===== config.mk =====
export PLATFORM = sky130hd
export DESIGN_NAME = two_button_gesture_decoder_core
export DESIGN_NICKNAME = d
export VERILOG_FILES = /design/src/rtl/tbgd_pkg.sv /design/src/rtl/two_button_gesture_decoder_core.sv
export VERILOG_INCLUDE_DIRS = /design/src /design/src/rtl
export SDC_FILE = /design/constraint.sdc
export NUM_CORES = 1
export LEC_CHECK = 0
export BUFFER_PORTS_ARGS = -buffer_cell sky130_fd_sc_hd__buf_2
export CORE_ASPECT_RATIO = 0.8
export CORE_UTILIZATION = 39
export CTS_CLUSTER_SIZE = 14
export DETAILED_ROUTE_END_ITERATION = 8
export SYNTH_ARGS = -nofsm -noshare
export SYNTH_HDL_FRONTEND = slang
export SYNTH_SLANG_ARGS = --single-unit

===== constraint.sdc =====
create_clock -name clock -period 6 [get_ports clock]
set_input_delay 0.3 -clock clock [delete_from_list [all_inputs] [get_ports clock]]
set_output_delay 0.3 -clock clock [all_outputs]
set_load 0.02 [all_outputs]

===== src/rtl/two_button_gesture_decoder_core_defines.svh =====
// Assertion macros shared by the gesture decoder RTL.
// Depends on nothing; files that assert include it by name.
`ifndef TWO_BUTTON_GESTURE_DECODER_CORE_DEFINES_SVH
`define TWO_BUTTON_GESTURE_DECODER_CORE_DEFINES_SVH

// Condition and consequence checked at the same clock edge.
`define TBGD_ASSERT_NOW(lbl, cond, cons, msg) \
   lbl: assert property (@(posedge clock) disable iff (reset) (cond) |-> (cons)) else $error(msg);

// Consequence checked at the clock edge after the condition.
`define TBGD_ASSERT_NEXT(lbl, cond, cons, msg) \
   lbl: assert property (@(posedge clock) disable iff (reset) (cond) |=> (cons)) else $error(msg);

`endif


===== src/rtl/tbgd_pkg.sv =====
// Package for the two-button gesture decoder: event codes, register
// indexes, field widths and register reset values. No dependencies.
package tbgd_pkg;

   localparam int TICK_W  = 32;
   localparam int EVENT_W = 3;
   localparam int CSR_IDX_W = 2;

   typedef logic [TICK_W-1:0]    tick_type;
   typedef logic [EVENT_W-1:0]   event_type;
   typedef logic [CSR_IDX_W-1:0] csr_idx_type;

   localparam event_type EV_NONE        = 3'd0;
   localparam event_type EV_LEFT_LONG   = 3'd1;
   localparam event_type EV_RIGHT_LONG  = 3'd2;
   localparam event_type EV_LEFT_SHORT  = 3'd3;
   localparam event_type EV_RIGHT_SHORT = 3'd4;
   localparam event_type EV_BOTH_TOGGLE = 3'd5;
   localparam event_type EV_MODE_SWITCH = 3'd6;

   localparam csr_idx_type CSR_LONG_PRESS  = 2'd0;
   localparam csr_idx_type CSR_MODE_SWITCH = 2'd1;

   localparam tick_type LONG_PRESS_RESET  = 32'd1000;
   localparam tick_type MODE_SWITCH_RESET = 32'd3000;

   localparam logic MODE_ARM_CONTROL = 1'b0;
   localparam logic MODE_SWERVE      = 1'b1;

endpackage


===== src/rtl/two_button_gesture_decoder_core.sv =====
// Two-button gesture decoder: one module, state and result register.
// Depends on tbgd_pkg and two_button_gesture_decoder_core_defines.svh.
//
// Usage:
//   req_* carries one sample of the two button levels and a free-running
//   32-bit tick count. Each accepted request produces exactly one response
//   on rsp_*: the event code, the mode after the sample and the toggle
//   request counter after the sample.
//   csr_* writes the long-press (index 0) and mode-switch (index 1) hold
//   times; other indexes are accepted and ignored. csr_ready is always high.
//   A request accepted at one edge is shown on rsp_* from the next edge.
//   Throughput is one request per cycle unless the receiver stalls; the decode is
//   a single pass of compare and subtract logic from the request ports and
//   the gesture state into the response register.
//   If the receiver stalls, the response register holds its contents and
//   req_ready drops until rsp_ready rises; a request is still taken in the
//   same cycle that the waiting response leaves.
//   Synchronous reset clears all gesture state, sets mode to arm control,
//   the counter to zero and the hold times to 1000 and 3000 ticks.
module two_button_gesture_decoder_core
   import tbgd_pkg::*;
(
   input  logic        clock,
   input  logic        reset,
   input  logic        req_valid,
   output logic        req_ready,
   input  logic        req_left_pressed,
   input  logic        req_right_pressed,
   input  tick_type    req_now_ticks,
   output logic        rsp_valid,
   input  logic        rsp_ready,
   output event_type   rsp_event_res,
   output logic        rsp_mode,
   output tick_type    rsp_toggle_count,
   input  logic        csr_valid,
   output logic        csr_ready,
   input  csr_idx_type csr_index,
   input  tick_type    csr_wdata
);

`include "two_button_gesture_decoder_core_defines.svh"

   // Configuration
   tick_type long_press_ff, long_press_in;
   tick_type mode_switch_ff, mode_switch_in;

   // Gesture state
   logic     prev_left_ff, prev_left_in;
   logic     prev_right_ff, prev_right_in;
   logic     both_seen_ff, both_seen_in;
   logic     both_long_ff, both_long_in;
   logic     left_long_ff, left_long_in;
   logic     right_long_ff, right_long_in;
   tick_type both_start_ff, both_start_in;
   tick_type left_start_ff, left_start_in;
   tick_type right_start_ff, right_start_in;
   logic     mode_ff, mode_in;
   tick_type count_ff, count_in;

   // Response register
   logic      rsp_valid_ff, rsp_valid_in;
   event_type rsp_event_ff, rsp_event_in;
   logic      rsp_mode_ff, rsp_mode_in;
   tick_type  rsp_id_ff, rsp_id_in;

   logic      req_fire;
   logic      cur_both, prev_both, cur_none, prev_any;
   logic      both_held, left_held, right_held;
   logic      left_rise, right_rise;
   logic      left_long_eff, right_long_eff;
   tick_type  left_start_eff, right_start_eff;
   event_type ev;

   assign req_ready = !rsp_valid_ff || rsp_ready;
   assign req_fire  = req_valid && req_ready;
   assign csr_ready = 1'b1;

   assign rsp_valid        = rsp_valid_ff;
   assign rsp_event_res    = rsp_event_ff;
   assign rsp_mode         = rsp_mode_ff;
   assign rsp_toggle_count = rsp_id_ff;

   always_comb begin
      long_press_in  = long_press_ff;
      mode_switch_in = mode_switch_ff;
      if (csr_valid) begin
         case (csr_index)
            CSR_LONG_PRESS:  long_press_in  = csr_wdata;
            CSR_MODE_SWITCH: mode_switch_in = csr_wdata;
            default: ;
         endcase
      end
   end

   assign cur_both  = req_left_pressed && req_right_pressed;
   assign prev_both = prev_left_ff && prev_right_ff;
   assign cur_none  = !req_left_pressed && !req_right_pressed;
   assign prev_any  = prev_left_ff || prev_right_ff;

   // A fresh press restarts its timer in this very sample.
   assign left_rise       = req_left_pressed && !prev_left_ff;
   assign right_rise      = req_right_pressed && !prev_right_ff;
   assign left_start_eff  = left_rise ? req_now_ticks : left_start_ff;
   assign right_start_eff = right_rise ? req_now_ticks : right_start_ff;
   assign left_long_eff   = left_rise ? 1'b0 : left_long_ff;
   assign right_long_eff  = right_rise ? 1'b0 : right_long_ff;

   // Durations wrap modulo 2^32 and compare unsigned.
   assign both_held  = (req_now_ticks - both_start_ff) >= mode_switch_ff;
   assign left_held  = (req_now_ticks - left_start_eff) >= long_press_ff;
   assign right_held = (req_now_ticks - right_start_eff) >= long_press_ff;

   always_comb begin
      prev_left_in   = prev_left_ff;
      prev_right_in  = prev_right_ff;
      both_seen_in   = both_seen_ff;
      both_long_in   = both_long_ff;
      left_long_in   = left_long_ff;
      right_long_in  = right_long_ff;
      both_start_in  = both_start_ff;
      left_start_in  = left_start_ff;
      right_start_in = right_start_ff;
      mode_in        = mode_ff;
      count_in       = count_ff;
      ev             = EV_NONE;

      if (req_fire) begin
         if (cur_both) begin
            if (!both_seen_ff || (!prev_both && !both_long_ff)) begin
               both_start_in = req_now_ticks;
            end else if (!both_long_ff && both_held) begin
               both_long_in = 1'b1;
            end
         end
         // The sample that ends the both-pressed phase may still qualify.
         if (both_seen_ff && prev_both && !cur_both && !both_long_ff && both_held) begin
            both_long_in = 1'b1;
         end
         both_seen_in   = both_seen_ff || cur_both;
         left_start_in  = left_start_eff;
         right_start_in = right_start_eff;
         left_long_in   = left_long_eff;
         right_long_in  = right_long_eff;

         if (req_left_pressed && !both_seen_in && !left_long_eff && left_held) begin
            ev           = EV_LEFT_LONG;
            left_long_in = 1'b1;
         end
         if (req_right_pressed && !both_seen_in && !right_long_eff && right_held) begin
            ev            = EV_RIGHT_LONG;
            right_long_in = 1'b1;
         end

         if (cur_none && prev_any) begin
            if (both_seen_in) begin
               if (both_long_in) begin
                  mode_in = !mode_ff;
                  ev      = EV_MODE_SWITCH;
               end else begin
                  count_in = count_ff + tick_type'(1);
                  ev       = EV_BOTH_TOGGLE;
               end
            end else if (prev_right_ff && !prev_left_ff && !right_long_eff) begin
               count_in = count_ff + tick_type'(1);
               ev       = EV_RIGHT_SHORT;
            end else if (prev_left_ff && !prev_right_ff && !left_long_eff) begin
               count_in = count_ff + tick_type'(1);
               ev       = EV_LEFT_SHORT;
            end
            both_seen_in  = 1'b0;
            both_long_in  = 1'b0;
            left_long_in  = 1'b0;
            right_long_in = 1'b0;
         end

         prev_left_in  = req_left_pressed;
         prev_right_in = req_right_pressed;
      end
   end

   always_comb begin
      rsp_valid_in = rsp_valid_ff && !rsp_ready;
      rsp_event_in = rsp_event_ff;
      rsp_mode_in  = rsp_mode_ff;
      rsp_id_in    = rsp_id_ff;
      if (req_fire) begin
         rsp_valid_in = 1'b1;
         rsp_event_in = ev;
         rsp_mode_in  = mode_in;
         rsp_id_in    = count_in;
      end
   end

   always_ff @(posedge clock) begin
      if (reset) begin
         long_press_ff  <= LONG_PRESS_RESET;
         mode_switch_ff <= MODE_SWITCH_RESET;
         prev_left_ff   <= 1'b0;
         prev_right_ff  <= 1'b0;
         both_seen_ff   <= 1'b0;
         both_long_ff   <= 1'b0;
         left_long_ff   <= 1'b0;
         right_long_ff  <= 1'b0;
         both_start_ff  <= '0;
         left_start_ff  <= '0;
         right_start_ff <= '0;
         mode_ff        <= MODE_ARM_CONTROL;
         count_ff       <= '0;
         rsp_valid_ff   <= 1'b0;
      end else begin
         long_press_ff  <= long_press_in;
         mode_switch_ff <= mode_switch_in;
         prev_left_ff   <= prev_left_in;
         prev_right_ff  <= prev_right_in;
         both_seen_ff   <= both_seen_in;
         both_long_ff   <= both_long_in;
         left_long_ff   <= left_long_in;
         right_long_ff  <= right_long_in;
         both_start_ff  <= both_start_in;
         left_start_ff  <= left_start_in;
         right_start_ff <= right_start_in;
         mode_ff        <= mode_in;
         count_ff       <= count_in;
         rsp_valid_ff   <= rsp_valid_in;
      end
   end

   always_ff @(posedge clock) begin
      rsp_event_ff <= rsp_event_in;
      rsp_mode_ff  <= rsp_mode_in;
      rsp_id_ff    <= rsp_id_in;
   end

   `TBGD_ASSERT_NEXT(a_fire_gives_rsp, req_fire, rsp_valid_ff,
      "accepted request lost its response")
   `TBGD_ASSERT_NEXT(a_state_holds_idle, !req_fire,
      $stable(mode_ff) && $stable(count_ff),
      "gesture state changed without a request")
   `TBGD_ASSERT_NOW(a_both_long_needs_seen, both_long_ff, both_seen_ff,
      "both-hold flag set outside a both-button gesture")
   `TBGD_ASSERT_NEXT(a_mode_flip_event, req_fire,
      (mode_ff != $past(mode_ff)) == (rsp_event_ff == EV_MODE_SWITCH),
      "mode changed without a mode switch event")
   `TBGD_ASSERT_NEXT(a_count_step_event, req_fire,
      (count_ff != $past(count_ff)) == (rsp_event_ff == EV_LEFT_SHORT ||
      rsp_event_ff == EV_RIGHT_SHORT || rsp_event_ff == EV_BOTH_TOGGLE),
      "counter step does not match the event")

endmodule


==> results by group <==
Power
  – Worst VDD drop: 0.191 mV
  – Pwr dens: approximately 250 nW/um^2
  – Lkg Pwr: roughly 7.9 nW

STA
  – RSZ-0062 raised after global routing: false
  – Max_slew headroom: 0.175
  – Fmax achieved: between 0.15 and 0.2 GHz
  – Period utilization: 0.930
  – Setup_tns: 0 ns
  – Min cycle time layout: around 5.6 ns
  – Final Hold Vio Count: 0
  – Slew Viols, Final: 0
  – Hold_ws: 0.0302 ns
  – Worst-Margin Slew: 1.23 ns
  – Setup violations, final: 0
  – Clock skew: between 0.008 and 0.009 ns

Final layout
  – Layout area overhead: 13.5%
  – Final #Nets: around 2400
  – Ant. Diodes: 0
  – Share of layout cells above drive strength 1: 0.105
  – Most frequent cells in the layout: 290 x nand2_1, 216 x a21oi_1, 200 x dfxtp_1, 180 x ha_1, 154 x nor2_1
  – Commonest non-fill, non-tap cell in the layout: nand2_1
  – Layout Cells excl Fill: between 2000 and 3000
  – Final instance area: 19100 sq um

Global route
  – Gr usage total: 0.228
  – GRT Residual Overflow: 0
  – Largest net degree at the start of global routing: around 130
  – First-pass GRT wire length: between 70 and 80 mm
  – Vias in the first global route: 14100
  – Initial antenna violation count: 0

Critical path
  – WP buf/inv: 7
  – CP Data Required Time: 6.45 ns
  – Start of the worst register-to-register path: prev_left_ff$_SDFFE_PP0P_
  – Critical-path top delay cell: dlygate4sd3_1
  – Setup crit start kind: input pin
  – Most frequent CP cell: o21ai_0
  – Max FO, Critical Path: 23
  – Cell family with most CP delay: compound AO/OA/AOI/OAI gates
  – WP data arrival: between 6 and 7 ns
  – Critical Path Stages: 28
  – Setup CP Type: input pin to register
  – Crit-path max cell delay: about 0.53 ns
  – R2r worst-path depth: 22
  – FF-to-FF End: rsp_event_res[0]$_DFFE_PP_
  – Setup crit end kind: register
  – R2R Setup Slk: 0.45 ns

Synth
  – Xor and xnor area share after synthesis: 0.0542
  – Number of flops mapped to enable cells by yosys: 36
  – Post-synthesis sequential element count: about 240
  – Yosys cell types: just under 90
  – Synthesized instance count: 2076
  – Mux contribution to synthesized area: 0.0397
  – Main combinational cell family by area after synthesis: compound AO/OA/AOI/OAI gates
  – Synth Flop Type: dfxtp_1
  – Post-synthesis simple-gate area fraction: 0.191
  – YS warnings: 0
  – Mapped cell area: between 15000 and 20000 sq um
  – Mean Syn Cell Area: roughly 8.1 sq um
  – Post-synth net total: 2330
  – Area fraction in compound gates after synthesis: 0.226
  – Share of flip-flops with an asynchronous set or reset: 0
  – Sequential element share of the synthesized area: 0.303
  – Post-synthesis adder-cell area fraction: 0.136

Routing
  – Met3 wire length: between 2 and 3 mm
  – DR WL met2: approximately 20 mm
  – WL/cell: ~19 um
  – Top Layer Used: met4
  – Final WL: between 50 and 60 mm
  – Routed metal-1 wirelength: 27.1 mm
  – Vias per cell: roughly 5.5
  – Final ANT Viol Nets: 0
  – DRT iter0 DRCs: 1180
  – First-pass iteration count of the detailed router: 7
  – Vias: 15300
  – # DRC: 9

Die
  – Initial Util: 0.399
  – Die Height: around 190 um
  – Die width: ~230 um
  – Row count: 67
  – I/O pin count: around 110
  – Full die area: around 44000 sq um
  – Core box area: between 40000 and 50000 sq um

Run
  – Max Cap Viol: 0

Clock tree
  – Root Driver: clkbuf_16
  – Sink Count: ~240
  – H-tree depth: 1
  – CTS buffer count: 27
  – Worst skew pair latency: about 0.56 ns
  – Reg clk slew, reported paths: ~0.06 ns
  – CTS tree: yes
  – Clk buf depth: 3

Place
  – Dpl cells: around 2700
  – Placed Area: 18000 sq um
  – Placer Congestion: 0.920
  – Final HPWL DP: 38.3 mm
  – Port bufs: 110

Status
  – Status: finished, violations left
  – Failing checks: design-rule violations

Worst hold path
  – Hold depth: 3
  – Hold/Removal Path Class: input pin to register
  – Hold Path End: long_press_ff[21]$_SDFFE_PP0P_
  – Hold Crit Start: csr_wdata[21]
[worst register-to-register path, stage by stage, from the launching register on]
cell and delay [ns]:
dfxtp_1 0.35, nand2b_1 0.24, o21ai_0 0.27, ha_1 0.28, inv_1 0.07, ha_1 0.17
a21oi_1 0.23, o21ai_2 0.13, a2111oi_2 0.40, o21ai_1 0.16, or3_1 0.42, a31o_2 0.32
a311oi_1 0.27, a221oi_1 0.08, ha_1 0.31, a21o_1 0.16, a21o_1 0.17, a21o_1 0.17
a21o_1 0.18, a2111oi_0 0.39, and3_1 0.24, or4_1 0.16, o211ai_1 0.10
[timing repair]
action / CTS / global route
resized for setup: 0 / 3
endpoints found under the hold margin: 56 / 0
hold buffers: 32 / 0
endpoints found under the setup margin: 0 / 4
setup buffers: 0 / 0
[through the flow]
stage	total power [mW]	setup WS [ns]	utilization
2_1_floorplan	2.83	0.470	-
3_3_place_gp	3.22	0.468	0.426
3_5_place_dp	3.24	0.369	0.426
4_1_cts	4.83	0.360	0.452
5_1_grt	5.08	0.00574	0.453
6_report	4.79	0.421	0.453
[metal layers]
metal	GRT usage	up-vias
li1	-	7630
met1	0.364	7157
met2	0.326	425
met3	0.0246	49
met4	0.0372	0
met5	0	-
[sequential cells by signal, indices dropped and copies added, names as in the netlist, 3 cells and up]
| register | cells |
|---|---|
| both_start_ff | 32 |
| count_ff | 32 |
| left_start_ff | 32 |
| long_press_ff | 32 |
| mode_switch_ff | 32 |
| right_start_ff | 32 |
| rsp_toggle_count | 32 |
| rsp_event_res | 3 |
[how the worst max path moves through the flow]
stage	start	endpoint	slack, ns
4_1_cts	req_now_ticks[0]	count_ff[8]$_SDFF_PP0_	0.36
5_1_grt	req_now_ticks[0]	count_ff[29]$_SDFF_PP0_	0.006
3_3_place_gp	req_now_ticks[0]	count_ff[29]$_SDFF_PP0_	0.47
6_report	req_now_ticks[0]	count_ff[29]$_SDFF_PP0_	0.42
2_1_floorplan	req_left_pressed	rsp_event_res[0]$_DFFE_PP_	0.47
3_5_place_dp	req_now_ticks[0]	count_ff[29]$_SDFF_PP0_	0.37
[area by class of cell]
| class | count | area (sq um) |
|---|---|---|
| well taps | 552 | 691 |
| flip-flops and latches | 236 | 5080 |
| inverters | 118 | 445 |
| clock buffers | 38 | 727 |
| clock inverters | 10 | 60.1 |
| repair buffers | 175 | 1160 |
| fillers | 4206 | 23100 |
| multi-input cells | 1625 | 10900 |
[where the power goes]
part	switching (mW)	internal (mW)	leakage, nW
combinational	0.916	0.634	5.51
clock	0.689	0.842	0.384
sequential	0.0357	1.68	1.99
total	1.64	3.15	7.89
[cells in the mapped netlist (7+ instances only)]
cell type  number  area share
nor3_1         25      0.0074
nor4_1          8      0.0030
nand2b_1       28       0.010
o21bai_1        7      0.0031
edfxtp_1       36       0.064
a31oi_1        15      0.0056
nand3_1        33      0.0098
xor2_1         46       0.024
and2_1         12      0.0045
nor2_1        154       0.034
or3_1          14      0.0052
nand2_1       290       0.065
xnor2_1        58       0.030
a211o_1        16      0.0083
a2111oi_0       7      0.0036
o21a_1         12      0.0054
and4_1          9      0.0047
o21ai_0        76       0.023
mux2_2         14      0.0094
a211oi_1       63       0.028
inv_1         117       0.026
o211ai_1       10      0.0045
a21oi_1       216       0.064
ha_1          180        0.13
a21o_1         89       0.040
nor2b_1        40       0.015
and3_1         15      0.0056
nand4_1        36       0.013
o31ai_1         7      0.0031
clkbuf_1       82       0.018
mux2i_1        51       0.030
dfxtp_1       200        0.24
[logic make-up after synthesis]
kind of cell               count (synthesis)
and+or+nand+nor                          687
xor gates and xnor gates                 104
DFF                                      236
other                                      1
buffers and inverters                    215
AOI/OAI and AO/OA                        586
adders and majority gates                182
muxes                                     65
Note: power is estimated with default switching activity, not from simulation.
